--- src/rtl/sstw_pkg.sv ---
// Shared types, register indexes and constants for the stroke speed to width block.
package sstw_pkg;

  localparam int CFG_IDX_W = 3;
  localparam int CFG_DATA_W = 20;

  localparam logic [CFG_IDX_W-1:0] REG_SPEED_MIN = 3'd0;
  localparam logic [CFG_IDX_W-1:0] REG_SPEED_MAX = 3'd1;
  localparam logic [CFG_IDX_W-1:0] REG_STEP_MIN = 3'd2;
  localparam logic [CFG_IDX_W-1:0] REG_STEP_MAX = 3'd3;
  localparam logic [CFG_IDX_W-1:0] REG_WIDTH_FLOOR = 3'd4;
  localparam logic [CFG_IDX_W-1:0] REG_WIDTH_CEIL = 3'd5;
  localparam logic [CFG_IDX_W-1:0] REG_WIDTH_DB = 3'd6;
  localparam logic [CFG_IDX_W-1:0] REG_GROWTH = 3'd7;

  localparam logic [19:0] RAW_SPEED_SAT = 20'hFFFFF;
  localparam logic [15:0] US_PER_SEC_16 = 16'd62500;

  typedef struct packed {
    logic [15:0] speed_min;
    logic [15:0] speed_max;
    logic [19:0] step_min;
    logic [19:0] step_max;
    logic [11:0] width_floor;
    logic [11:0] width_ceiling;
    logic [11:0] width_deadband;
    logic [7:0]  growth_gain;
  } cfg_t;

  // classified request handed from front to back
  typedef struct packed {
    logic        first;
    logic        second;
    logic [16:0] dx;
    logic [16:0] dy;
    logic [19:0] step;
  } job_t;

  localparam int JOB_W = $bits(job_t);

endpackage

--- src/rtl/stroke_speed_to_width_core.sv ---
// Top level: stroke width from touch point speed.
//  channel | dir | handshake              | payload
//  in      | in  | in_tvalid / in_tready  | tdata {time_us, pos_y, pos_x}, tuser stroke_start
//  out     | out | out_tvalid / out_tready| tdata {width, speed, raw_speed}
//  cfg     | in  | cfg_valid / cfg_ready  | cfg_index, cfg_data
// A first point of a stroke goes from idle straight to the output register; any other point
// passes the 17-step square root, a multiply, the 34-step divider, the filter and the width
// states in the back end first. The back end takes no new point until it is done.
// Reset is synchronous, active low, and restores the register defaults.
// The front accepts while the two-entry queue has room; the output register holds under stall.
module stroke_speed_to_width_core
  import sstw_pkg::*;
(
  input  logic                  clk,
  input  logic                  rst_n,
  input  logic                  in_tvalid,
  output logic                  in_tready,
  input  logic [63:0]           in_tdata,   // pos_x[15:0], pos_y[31:16], time_us[63:32]
  input  logic                  in_tuser,   // stroke_start
  output logic                  out_tvalid,
  input  logic                  out_tready,
  output logic [47:0]           out_tdata,  // raw_speed[19:0], speed[35:20], width[47:36]
  input  logic                  cfg_valid,
  output logic                  cfg_ready,
  input  logic [CFG_IDX_W-1:0]  cfg_index,
  input  logic [CFG_DATA_W-1:0] cfg_data
);

  cfg_t        cfg;
  logic        fj_valid, fj_ready, bj_valid, bj_ready;
  job_t        fj, bj;
  logic [19:0] raw_speed;
  logic [15:0] speed;
  logic [11:0] width;

  assign cfg_ready = 1'b1;

  sstw_cfg u_cfg (
    .clk, .rst_n, .wr_en(cfg_valid), .wr_idx(cfg_index), .wr_data(cfg_data), .cfg
  );

  sstw_front u_front (
    .clk, .rst_n, .cfg,
    .in_valid(in_tvalid), .in_ready(in_tready),
    .pos_x(in_tdata[15:0]), .pos_y(in_tdata[31:16]), .time_us(in_tdata[63:32]),
    .stroke_start(in_tuser),
    .job_valid(fj_valid), .job_ready(fj_ready), .job(fj)
  );

  sstw_fifo u_fifo (
    .clk, .rst_n, .wr_valid(fj_valid), .wr_ready(fj_ready), .wr_data(fj),
    .rd_valid(bj_valid), .rd_ready(bj_ready), .rd_data(bj)
  );

  sstw_back u_back (
    .clk, .rst_n, .cfg, .job_valid(bj_valid), .job_ready(bj_ready), .job(bj),
    .out_valid(out_tvalid), .out_ready(out_tready),
    .raw_speed, .speed, .width
  );

  assign out_tdata = {width, speed, raw_speed};

endmodule

--- src/rtl/sstw_cfg.sv ---
// Configuration register file with reset values.
module sstw_cfg
  import sstw_pkg::*;
(
  input  logic                  clk,
  input  logic                  rst_n,
  input  logic                  wr_en,
  input  logic [CFG_IDX_W-1:0]  wr_idx,
  input  logic [CFG_DATA_W-1:0] wr_data,
  output cfg_t                  cfg
);

  cfg_t cfg_r;

  always_ff @(posedge clk) begin
    if (!rst_n) begin
      cfg_r.speed_min      <= 16'd100;
      cfg_r.speed_max      <= 16'd3000;
      cfg_r.step_min       <= 20'd5000;
      cfg_r.step_max       <= 20'd20000;
      cfg_r.width_floor    <= 12'd64;
      cfg_r.width_ceiling  <= 12'd2560;
      cfg_r.width_deadband <= 12'd64;
      cfg_r.growth_gain    <= 8'd26;
    end else if (wr_en) begin
      case (wr_idx)
        REG_SPEED_MIN:   cfg_r.speed_min      <= wr_data[15:0];
        REG_SPEED_MAX:   cfg_r.speed_max      <= wr_data[15:0];
        REG_STEP_MIN:    cfg_r.step_min       <= wr_data;
        REG_STEP_MAX:    cfg_r.step_max       <= wr_data;
        REG_WIDTH_FLOOR: cfg_r.width_floor    <= wr_data[11:0];
        REG_WIDTH_CEIL:  cfg_r.width_ceiling  <= wr_data[11:0];
        REG_WIDTH_DB:    cfg_r.width_deadband <= wr_data[11:0];
        REG_GROWTH:      cfg_r.growth_gain    <= wr_data[7:0];
        default: ;
      endcase
    end
  end

  assign cfg = cfg_r;

endmodule

--- src/rtl/sstw_front.sv ---
// Front end: accepts points, keeps the last point, classifies and clamps the time step.
module sstw_front
  import sstw_pkg::*;
(
  input  logic        clk,
  input  logic        rst_n,
  input  cfg_t        cfg,
  input  logic        in_valid,
  output logic        in_ready,
  input  logic [15:0] pos_x,
  input  logic [15:0] pos_y,
  input  logic [31:0] time_us,
  input  logic        stroke_start,
  output logic        job_valid,
  input  logic        job_ready,
  output job_t        job
);

  logic [15:0] last_x_r, last_y_r;
  logic [31:0] last_time_r;
  logic [1:0]  seen_r;
  logic        acc;
  logic [31:0] d;
  logic [19:0] s1, s2;
  logic        first;

  assign in_ready  = job_ready;
  assign job_valid = in_valid;
  assign acc       = in_valid && in_ready;
  assign first     = stroke_start || (seen_r == 2'd0);
  assign d         = time_us - last_time_r;

  always_comb begin
    if (d == 32'd0 || d[31] || d < {12'd0, cfg.step_min}) s1 = cfg.step_min;
    else if (d > {12'd0, cfg.step_max}) s1 = cfg.step_max;
    else s1 = d[19:0];
    s2 = (s1 > cfg.step_max) ? cfg.step_max : s1;
    job.first  = first;
    job.second = !first && (seen_r == 2'd1);
    job.dx     = {pos_x[15], pos_x} - {last_x_r[15], last_x_r};
    job.dy     = {pos_y[15], pos_y} - {last_y_r[15], last_y_r};
    job.step   = (s2 == 20'd0) ? 20'd1 : s2;
  end

  always_ff @(posedge clk) begin
    if (!rst_n) begin
      last_x_r    <= '0;
      last_y_r    <= '0;
      last_time_r <= '0;
      seen_r      <= '0;
    end else if (acc) begin
      last_x_r    <= pos_x;
      last_y_r    <= pos_y;
      last_time_r <= time_us;
      seen_r      <= first ? 2'd1 : 2'd2;
    end
  end

endmodule

--- src/rtl/sstw_fifo.sv ---
// Two-entry request queue between front and back.
module sstw_fifo
  import sstw_pkg::*;
(
  input  logic clk,
  input  logic rst_n,
  input  logic wr_valid,
  output logic wr_ready,
  input  job_t wr_data,
  output logic rd_valid,
  input  logic rd_ready,
  output job_t rd_data
);

  job_t       mem_r [2];
  logic       wp_r, rp_r;
  logic [1:0] cnt_r;
  logic       wr, rd;

  assign wr_ready = cnt_r != 2'd2;
  assign rd_valid = cnt_r != 2'd0;
  assign wr       = wr_valid && wr_ready;
  assign rd       = rd_valid && rd_ready;
  assign rd_data  = mem_r[rp_r];

  always_ff @(posedge clk) begin
    if (wr) mem_r[wp_r] <= wr_data;
  end

  always_ff @(posedge clk) begin
    if (!rst_n) begin
      wp_r  <= 1'b0;
      rp_r  <= 1'b0;
      cnt_r <= 2'd0;
    end else begin
      if (wr) wp_r <= ~wp_r;
      if (rd) rp_r <= ~rp_r;
      cnt_r <= cnt_r + {1'b0, wr} - {1'b0, rd};
    end
  end

  a_cnt_max: assert property (@(posedge clk) disable iff (!rst_n) cnt_r <= 2'd2)
    else $error("queue overfilled");
  a_no_wr_full: assert property (@(posedge clk) disable iff (!rst_n)
    cnt_r == 2'd2 |-> !wr) else $error("write into full queue");
  a_empty_cnt: assert property (@(posedge clk) disable iff (!rst_n)
    (cnt_r == 2'd0 && wr) |=> cnt_r == 2'd1) else $error("count lost");

endmodule

--- src/rtl/sstw_back.sv ---
// Back end: square root, division, median, clamps and width tracking, with output register.
module sstw_back
  import sstw_pkg::*;
(
  input  logic        clk,
  input  logic        rst_n,
  input  cfg_t        cfg,
  input  logic        job_valid,
  output logic        job_ready,
  input  job_t        job,
  output logic        out_valid,
  input  logic        out_ready,
  output logic [19:0] raw_speed,
  output logic [15:0] speed,
  output logic [11:0] width
);

  localparam logic [2:0] S_IDLE = 3'd0;
  localparam logic [2:0] S_SQRT = 3'd1;
  localparam logic [2:0] S_MUL  = 3'd2;
  localparam logic [2:0] S_DIV  = 3'd3;
  localparam logic [2:0] S_FILT = 3'd4;
  localparam logic [2:0] S_WID  = 3'd5;
  localparam logic [2:0] S_DONE = 3'd6;

  // ceil(2^27 / 25): exact floor of n / 25 for every n below 2^22
  localparam logic [22:0] EST_RECIP = 23'd5368710;

  logic [2:0]  st_r, st_nxt;
  logic [5:0]  cnt_r;
  logic [33:0] rem_r;       // sqrt: remaining radicand
  logic [17:0] root_r;
  logic [33:0] sq_r;
  logic [33:0] prod_r;      // dist * 62500, at most 2^34
  logic [53:0] div_r;       // {remainder, quotient}
  logic [19:0] step_r;
  logic        second_r;
  logic [19:0] raw_r, prev_r, prev2_r;
  logic [15:0] spd_r;
  logic [11:0] cur_w_r;
  logic [11:0] est_r;
  logic [19:0] o_raw_r;
  logic [15:0] o_spd_r;
  logic [11:0] o_w_r;
  logic        o_valid_r;

  logic [16:0] adx, ady;
  logic [20:0] dpart;
  logic [19:0] q, m, a, b, c;
  logic [19:0] f1;
  logic [15:0] f2;
  logic [38:0] e_prod;
  logic [21:0] e_full;
  logic [11:0] e1, e2;
  logic [12:0] err;
  logic [11:0] mag;
  logic [19:0] stepw;
  logic [12:0] wsum;
  logic [11:0] w0, w1, w2;

  assign adx = job.dx[16] ? -job.dx : job.dx;
  assign ady = job.dy[16] ? -job.dy : job.dy;

  assign dpart = {div_r[53:34], prod_r[33]};

  always_comb begin
    q = (div_r[33:0] > {14'd0, RAW_SPEED_SAT}) ? RAW_SPEED_SAT : div_r[19:0];
    a = q;
    b = second_r ? q : prev_r;
    c = second_r ? prev_r : prev2_r;
    if ((a >= b && a <= c) || (a >= c && a <= b)) m = a;
    else if ((b >= a && b <= c) || (b >= c && b <= a)) m = b;
    else m = c;
    f1 = (m < {4'd0, cfg.speed_min}) ? {4'd0, cfg.speed_min} : m;
    f2 = (f1 > {4'd0, cfg.speed_max}) ? cfg.speed_max : f1[15:0];
    e_prod = {16'd0, EST_RECIP} * {23'd0, spd_r};
    e_full = {4'd0, e_prod[38:21]};
    e1 = (e_full < {10'd0, cfg.width_floor}) ? cfg.width_floor :
         ((e_full > 22'd4095) ? 12'hFFF : e_full[11:0]);
    e2 = (e1 > cfg.width_ceiling) ? cfg.width_ceiling : e1;
    err = {1'b0, est_r} - {1'b0, cur_w_r};
    mag = err[12] ? 12'(-err) : err[11:0];
    stepw = ({8'd0, mag} * {12'd0, cfg.growth_gain}) >> 8;
    wsum = {1'b0, cur_w_r} + stepw[12:0];
    w0 = cur_w_r;
    if (mag > cfg.width_deadband) begin
      if (err[12]) w0 = (stepw[11:0] > cur_w_r) ? 12'd0 : cur_w_r - stepw[11:0];
      else w0 = wsum[11:0];
    end
    w1 = (w0 < cfg.width_floor) ? cfg.width_floor : w0;
    w2 = (w1 > cfg.width_ceiling) ? cfg.width_ceiling : w1;
  end

  assign job_ready = (st_r == S_IDLE);

  always_comb begin
    st_nxt = st_r;
    case (st_r)
      S_IDLE: if (job_valid) st_nxt = job.first ? S_DONE : S_SQRT;
      S_SQRT: if (cnt_r == 6'd16) st_nxt = S_MUL;
      S_MUL:  st_nxt = S_DIV;
      S_DIV:  if (cnt_r == 6'd33) st_nxt = S_FILT;
      S_FILT: st_nxt = S_WID;
      S_WID:  st_nxt = S_DONE;
      S_DONE: if (!o_valid_r || out_ready) st_nxt = S_IDLE;
      default: st_nxt = S_IDLE;
    endcase
  end

  // job capture, restoring square root (one result bit per cycle), multiply, divide and filter
  always_ff @(posedge clk) begin
    case (st_r)
      S_IDLE: if (job_valid) begin
        sq_r     <= {17'd0, adx} * {17'd0, adx} + {17'd0, ady} * {17'd0, ady};
        rem_r    <= '0;
        root_r   <= '0;
        step_r   <= job.step;
        second_r <= job.second;
        if (job.first) begin
          raw_r   <= '0;
          spd_r   <= '0;
          prev_r  <= '0;
          prev2_r <= '0;
        end
      end
      S_SQRT: begin
        if ({rem_r[31:0], sq_r[33:32]} >= {15'd0, root_r[16:0], 2'b01}) begin
          rem_r  <= {rem_r[31:0], sq_r[33:32]} - {15'd0, root_r[16:0], 2'b01};
          root_r <= {root_r[16:0], 1'b1};
        end else begin
          rem_r  <= {rem_r[31:0], sq_r[33:32]};
          root_r <= {root_r[16:0], 1'b0};
        end
        sq_r <= {sq_r[31:0], 2'b00};
      end
      S_MUL: begin
        prod_r <= root_r * {2'd0, US_PER_SEC_16};
        div_r  <= '0;
      end
      S_DIV: begin
        if (dpart >= {1'b0, step_r})
          div_r <= {20'(dpart - {1'b0, step_r}), div_r[32:0], 1'b1};
        else
          div_r <= {dpart[19:0], div_r[32:0], 1'b0};
        prod_r <= {prod_r[32:0], 1'b0};
      end
      S_FILT: begin
        raw_r   <= q;
        spd_r   <= f2;
        prev2_r <= prev_r;
        prev_r  <= q;
      end
      S_WID: begin
        est_r <= e2;
      end
      default: ;
    endcase
  end

  // the estimate is registered in WID; the width update from it is taken in DONE
  logic w_pend_r;

  always_ff @(posedge clk) begin
    if (!rst_n) begin
      st_r      <= S_IDLE;
      cnt_r     <= '0;
      o_valid_r <= 1'b0;
      w_pend_r  <= 1'b0;
    end else begin
      st_r <= st_nxt;
      if (st_r != st_nxt) cnt_r <= '0;
      else cnt_r <= cnt_r + 6'd1;
      if (st_r == S_IDLE && job_valid) begin
        w_pend_r <= !job.first;
        if (job.first) cur_w_r <= cfg.width_floor;
      end
      if (st_r == S_DONE && (!o_valid_r || out_ready)) begin
        o_valid_r <= 1'b1;
        o_raw_r   <= raw_r;
        o_spd_r   <= spd_r;
        if (w_pend_r) begin
          o_w_r   <= w2;
          cur_w_r <= w2;
        end else begin
          o_w_r   <= cur_w_r;
        end
      end else if (out_ready) begin
        o_valid_r <= 1'b0;
      end
    end
  end

  assign out_valid = o_valid_r;
  assign raw_speed = o_raw_r;
  assign speed     = o_spd_r;
  assign width     = o_w_r;

  a_busy: assert property (@(posedge clk) disable iff (!rst_n)
    st_r != S_IDLE |-> !job_ready) else $error("took request while busy");
  a_hold: assert property (@(posedge clk) disable iff (!rst_n)
    (out_valid && !out_ready) |=> out_valid) else $error("result dropped");
  a_sqrt_len: assert property (@(posedge clk) disable iff (!rst_n)
    st_r == S_SQRT |-> cnt_r <= 6'd16) else $error("root overrun");

endmodule

--- config.mk ---
export PLATFORM = sky130hd
export DESIGN_NAME = stroke_speed_to_width_core
export DESIGN_NICKNAME = d
export VERILOG_FILES = /design/src/rtl/sstw_pkg.sv /design/src/rtl/stroke_speed_to_width_core.sv /design/src/rtl/sstw_cfg.sv /design/src/rtl/sstw_front.sv /design/src/rtl/sstw_fifo.sv /design/src/rtl/sstw_back.sv
export SDC_FILE = /design/constraint.sdc
export NUM_CORES = 2
export LEC_CHECK = 0
export BUFFER_PORTS_ARGS = -buffer_cell sky130_fd_sc_hd__buf_2
export CORE_MARGIN = 2
export CORE_UTILIZATION = 30
export CTS_CLUSTER_SIZE = 16
export DETAILED_ROUTE_END_ITERATION = 10
export MAX_ROUTING_LAYER = met4
export SLEW_MARGIN = 20
export SYNTH_ARGS = -nofsm -noshare
export SYNTH_HDL_FRONTEND = slang
export SYNTH_SLANG_ARGS = --single-unit
--- constraint.sdc ---
create_clock -name clk -period 13.3 [get_ports clk]
set_input_delay 1.33 -clock clk [delete_from_list [all_inputs] [get_ports clk]]
set_output_delay 1.33 -clock clk [all_outputs]
set_load 0.05 [all_outputs]
# Yosys cells after proc, flatten, opt, wreduce, memory -nomap -nowiden

Memory sizes are Yosys's and may differ from the RTL's. A register that Yosys moved wholly into a read port is not among the register bits.
Cells that the tools add are included.

RAM bits: 112
Input port bits: 93
Output and inout bits: 51
Logic and storage cells: 199
Flip-flop bits (word level): 518
Memories kept: 1

Memory list:

| memory       | depth | bits a word | rd ports | clocked after Yosys merged registers in | write ports | RTL line        | source |
|---|---|---|---|---|---|---|---|
| u_fifo.mem_r | 2     | 56          | 1        | 1                                       | 1           | sstw_fifo.sv:15 | `job_t mem_r [2];` |

Multiplexer cells: 58
Reductions and logical operators: 40
Multiply operators: 5
Equal/unequal tests: 20
Order comparisons: 23
Bitwise logic cells: 3
$add $sub $neg: 15

Operators with widths:

| operator                                                               | count |
|---|---|
| 20-bit two-way mux                                                     | 12 |
| 12-bit two-way mux                                                     | 14 |
| 34-bit one-hot mux with 2 select lines                                 | 2 |
| 54-bit one-hot mux with 2 select lines                                 | 1 |
| 20-bit greater-or-equal comparator                                     | 4 |
| 20-bit <= comparator                                                   | 4 |
| 20-bit one-hot mux with 2 select lines                                 | 2 |
| 17-bit by 17-bit multiplier with 34-bit output                         | 2 |
| 32-bit two-way mux                                                     | 2 |
| 32-bit one-hot mux with 2 select lines                                 | 1 |
| 54-bit two-way mux                                                     | 1 |
| 12-bit > comparator                                                    | 4 |
| 16-bit two-way mux                                                     | 3 |
| 22-bit by 16-bit multiplier with 38-bit output, first input constant   | 1 |
| 18-bit one-hot mux with 2 select lines                                 | 1 |
| 34-bit adder                                                           | 1 |
| 34-bit by 19-bit greater-or-equal comparator with 1-bit output         | 1 |
| 34-bit by 20-bit > comparator with 1-bit output, second input constant | 1 |
| 17-bit two-way mux                                                     | 2 |
| 34-bit two-way mux                                                     | 1 |
| 17-bit negator                                                         | 2 |
| 16-bit by 16-bit subtractor with 17-bit output                         | 2 |
| 32-bit by 20-bit > comparator with 1-bit output                        | 1 |
| 32-bit logical NOT                                                     | 1 |
| other kinds (46)                                                       | 98 |

# Depth between registers and ports, before layout

Depth after elaboration: 14
Gate-level depth with buffers: 71
Gate-level depth less buffers: 66

# Modules after synthesis

Synthesis repeated with hierarchy kept, for this count alone.

Cell total of the unflattened synthesis: 6,984
Area, all modules: 67,228.2 um2

Modules (own cells, without submodules):

| module                     | cells each | instances | sequential area each (um2) | area an instance (um2) |
|---|---|---|---|---|
| sstw_back                  | 5,148      | 1         | 9,799.4                    | 49,990.4 |
| sstw_front                 | 1,214      | 1         | 1,321.3                    | 8,384.3 |
| sstw_fifo                  | 198        | 1         | 3,463.3                    | 4,439.3 |
| sstw_cfg                   | 422        | 1         | 2,322.2                    | 4,403.0 |
| stroke_speed_to_width_core | 2          | 1         | 0.0                        | 11.3 |

# Least setup slack after synthesis

No wires, ideal clock.

Kind: register to register
Start: register u_back.est_r[0]
End: register u_back.o_w_r[10] (netlist: u_back.width[10]), data pin
Cell stages (with the launch flop): 69
Setup time: 0.263 ns
Slack: -0.171 ns
Data required time: 13.037 ns
Clock period less this slack: 13.471 ns
Buffers on the path: 6
Data arrival time: 13.208 ns
Path through: edfxtp_1 > inv_1 > ha_1 > inv_1 > fa_1 > a21o_1 > a21oi_1 > o21ai_0 > nand4_1 > nand3_1 > nand2_1 > clkbuf_1 > clkbuf_1 > and2_1 > xnor2_1 > nor2b_1 > fa_1 > inv_1 > [... 33 more ...] > nand2b_1 > a21oi_1 > nand2b_1 > buf_1 > o22a_1 > o21ai_0 > clkbuf_1 > nor2_1 > a21oi_1 > ha_1 > a21o_1 > a21o_1 > a21oi_1 > o21ai_0 > o22ai_1 > clkbuf_1 > o22a_1 > o21ai_0

Longest elaborated chain between the ends: 13
Elaborated cells between the ends (all ways): 16
Those cells by class: add/sub (4); mul (1); order compare (4); mux (7)

Ends and longest elaborated chain:

| element                                                  | RTL line         | source |
|---|---|---|
| start: declaration                                       | sstw_back.sv:41  | `logic [11:0] est_r;` |
| start signal: assignment                                 | sstw_back.sv:154 | `est_r <= e2;` |
| 12-bit by 12-bit subtractor with 13-bit output (*)       | sstw_back.sv:81  | `err = {1'b0, est_r} - {1'b0, cur_w_r};` |
| 12-bit negator                                           | sstw_back.sv:82  | `mag = err[12] ? 12'(-err) : err[11:0];` |
| 12-bit two-way mux                                       | sstw_back.sv:82  |  |
| 12-bit by 8-bit multiplier with 20-bit output            | sstw_back.sv:83  | `stepw = ({8'd0, mag} * {12'd0, cfg.growth_gain}) >> 8;` |
| 12-bit subtractor or 12-bit > comparator (tied branches) | sstw_back.sv:87  | `if (err[12]) w0 = (stepw[11:0] > cur_w_r) ? 12'd0 : cur_w_r - stepw[11:0];` |
| 12-bit two-way mux (2 in a row)                          | sstw_back.sv:87  |  |
| 12-bit two-way mux (*)                                   | sstw_back.sv:86  | `if (mag > cfg.width_deadband) begin` |
| 12-bit < comparator                                      | sstw_back.sv:90  | `w1 = (w0 < cfg.width_floor) ? cfg.width_floor : w0;` |
| 12-bit two-way mux (*)                                   | sstw_back.sv:90  |  |
| 12-bit > comparator                                      | sstw_back.sv:91  | `w2 = (w1 > cfg.width_ceiling) ? cfg.width_ceiling : w1;` |
| 12-bit two-way mux (*)                                   | sstw_back.sv:91  |  |
| 12-bit two-way mux (*)                                   | sstw_back.sv:181 | `if (w_pend_r) begin` |
| end signal: assignment                                   | sstw_back.sv:182 | `o_w_r <= w2;` |
| end signal: assignment                                   | sstw_back.sv:185 | `o_w_r <= cur_w_r;` |
| end: declaration                                         | sstw_back.sv:44  | `logic [11:0] o_w_r;` |

Every way passes the cells marked *; elsewhere a longest branch is shown, timed or not.
A chain may end at the register's enable or synchronous reset.

# Worst setup path in the final report

Start: register u_back.est_r[0]
End: register u_back.o_w_r[9] (netlist: u_back.width[9]), data pin

The elaborated chain is that of the path after synthesis.

==> metrics.cfg <==
[place]
hpwl_um = 144100
gp_congestion = 0.9323
portBuffers = 142
place_area_sq_mm = 0.07213

[sta]
finalCritPeriodShare = 0.9440
rsz0062_at_grt = false
fmax_mhz = 79.65
hold_viol_final = 0
fin_tns_setup_ps = 0
worst_pin_slew_ps = 1168
max_slew_margin = 0.2190
finalSetupViolations = 0
period_needed_ps = 12550
report.final.slew_viol_count = 0
skew_ps = 27.26

[logic_synthesis]
synth-seq-cells = 629
yosys_warnings = 0
synthCells = 7197
netlist_area_sq_mm = 0.06701
synthArstFlopShare = 0
avgSynthCellArea_sq_um = 9.310
synth-seq-area-share = 0.2523
ys_types = 91
synth_edf_count = 431
ys.flop_type = edfxtp_1

[drt]
vias = 50880
drtAntennaViolNets = 0
first_pass_iters = 6
post-route-drc-count = 0
drt_iter0_drc = 3597
viasPerCell = 4.872
wl_per_cell_um = 17.11
wl_um = 178700

[worst_setup_path]
worstPathRequired_ps = 13740
arrival_ps = 12990
path_class = flop to flop
slowest_stage = fa_1
endpoint_kind = flop
cp_max_fo = 7
cpPeakStageDelay_ps = 550
critPathMostFrequentCell = a21o_1
r2r-start = u_back.est_r[0]
cp-startpoint = u_back.est_r[0]
startpoint_type = flop

[outcome]
status = completed

[die]
initial_utilization = 0.3017
rows = 173
die_width_um = 476.6
ios = 144
core_area_sq_mm = 0.2221
die-area_sq_mm = 0.2272
die_h_um = 476.6

[min_path]
hp-start = u_front.last_time_r[25]
hp-class = flop to flop

[grt]
grt_pass1_vias = 51410
track_usage = 0.1603
grt_pass1_wl_um = 284500
grt_max_degree = 111
grt_overflow = 0
antenna_found_initial = 22

[layout]
final_common_cell = inv_1
layout_common_cells = inv_1, ha_1, nand2_1
layout-drive-gt1-share = 0.08238
stdcell_area_sq_mm = 0.07501
finalNetCount = 9018
syn_to_final_growth_pct = 11.95

[run]
maxCapViolations = 0

[cts]
cts_tree = built
numCtsBuffers = 74
cts-htree-levels = 3
cts-root-buf = clkbuf_16
insertion_delay_ps = 700
clock_sinks = 629
cts_buffer_depth = 3
path_clk_slew_ps = 60

Yosys cell counts, types with 12 or more instances:
cell,instances,area [sq um]
or4_1,22,165.2
inv_1,1153,4328
or2_2,35,219.0
nor2_1,575,2158
a31oi_1,49,306.5
nand3_1,84,420.4
xor2_1,73,639.4
nor3_1,77,385.4
o21bai_1,32,240.2
edfxtp_1,431,12940
ha_1,845,10570
mux2i_1,101,1011
dfxtp_1,198,3964
o21a_1,34,255.2
and2_1,81,506.7
a21boi_0,37,277.8
a21o_1,118,885.9
nand2_1,751,2819
o211ai_1,55,412.9
o311ai_0,12,105.1
a221oi_1,13,113.9
or3_1,34,212.7
nor2b_1,85,531.8
nand2b_1,73,456.7
mux2_2,44,495.5
buf_1,17,63.81
xnor2_1,121,1060
o21ai_0,266,1331
a21oi_1,435,2177
clkbuf_1,206,773.2
a211o_1,12,105.1
nor4_1,30,187.7
nand4_1,79,494.2
and3_1,60,375.4
a211oi_1,39,292.8
o31ai_1,40,300.3
fa_1,687,13750
what timing repair did:
| item | 4_1_cts | 5_1_grt |
|---|---|---|
| hold buffers | 0 | 0 |
| cloned | 0 | 2 |
| hold endpoints to repair | 0 | 0 |
| buffers inserted | 0 | 2 |
| pin swaps | 0 | 10 |
| endpoints found under the setup margin | 1 | 24 |
| gates resized for setup | 1 | 44 |
path summary, 6_finish.rpt:
path | endpoint | slack [ps] | cells after the start
setup / recovery | u_back.width[9] | 750 | 59
hold reg to reg | u_front.last_time_r[25] | 450 | 2
hold / removal | u_front.last_time_r[25] | 450 | 2
setup reg to reg | u_back.width[9] | 750 | 59
stage by stage:
step / instances / hold WS, ps / util / worst slack [ps]
3_3_place_gp: 10290 / 441.4 / 0.3248 / 153.0
2_1_floorplan: 7220 / 436.3 / - / 48.66
3_5_place_dp: 10290 / 446.5 / 0.3248 / 45.52
6_report: 10440 / 451.6 / 0.3378 / 745.3
5_1_grt: 10440 / 466.7 / 0.3378 / 1.021
4_1_cts: 10420 / 453.8 / 0.3365 / 1.021
metal layers:
metal,global-route usage,vias up,wire length (um)
met3,0.02055,226,8666
met2,0.2533,1086,82710
met5,-,-,0
met4,0.04290,0,4201
met1,0.2160,25030,83110
li1,-,24530,-
registers in the layout, indices dropped and copies added (netlist names), 32 cells and up, named ones only:
name,cells
u_front.last_time_r,32
u_back.prod_r,32
u_back.div_r,54
u_back.sq_r,34
u_fifo.mem_r,112
u_back.rem_r,32
u_cfg.cfg,116
worst max-delay path: cells and delay by family, from the launching register on:
kind	cells	cell delay, ps
compound gates	25	4490
fa+ha+maj	10	3760
xor+xnor	3	330
simple gates	11	2420
flops	1	360
buf+inv	10	890
layout make-up:
type,count,area [sq um]
fill,22870,147100
timing repair buffer,330,2123
clock inverter,41,578.1
antenna,14,35.03
clock buffer,95,2024
tap,2975,3722
multi-input combinational,5195,45250
sequential,629,16910
inverter,1163,4370
cell families (layout without fill, tap and decap cells):
group                    count (synthesis)  count (layout)  share of synthesized area
AND/OR/NAND/NOR                       2022            2022                     0.1380
adder cells (fa/ha/maj)               1532            1532                     0.3630
buffers and inverters                 1397            1629                    0.07878
AO/OA/AOI/OAI                         1274            1275                     0.1194
flip-flops                             629             629                     0.2523
XOR/XNOR                               196             196                    0.02594
multiplexers                           145             145                    0.02248
other                                    2              39                  0.0001121
Power is not shown: default switching activity piles up to over one toggle a cycle in this logic, so the estimate is an artifact.
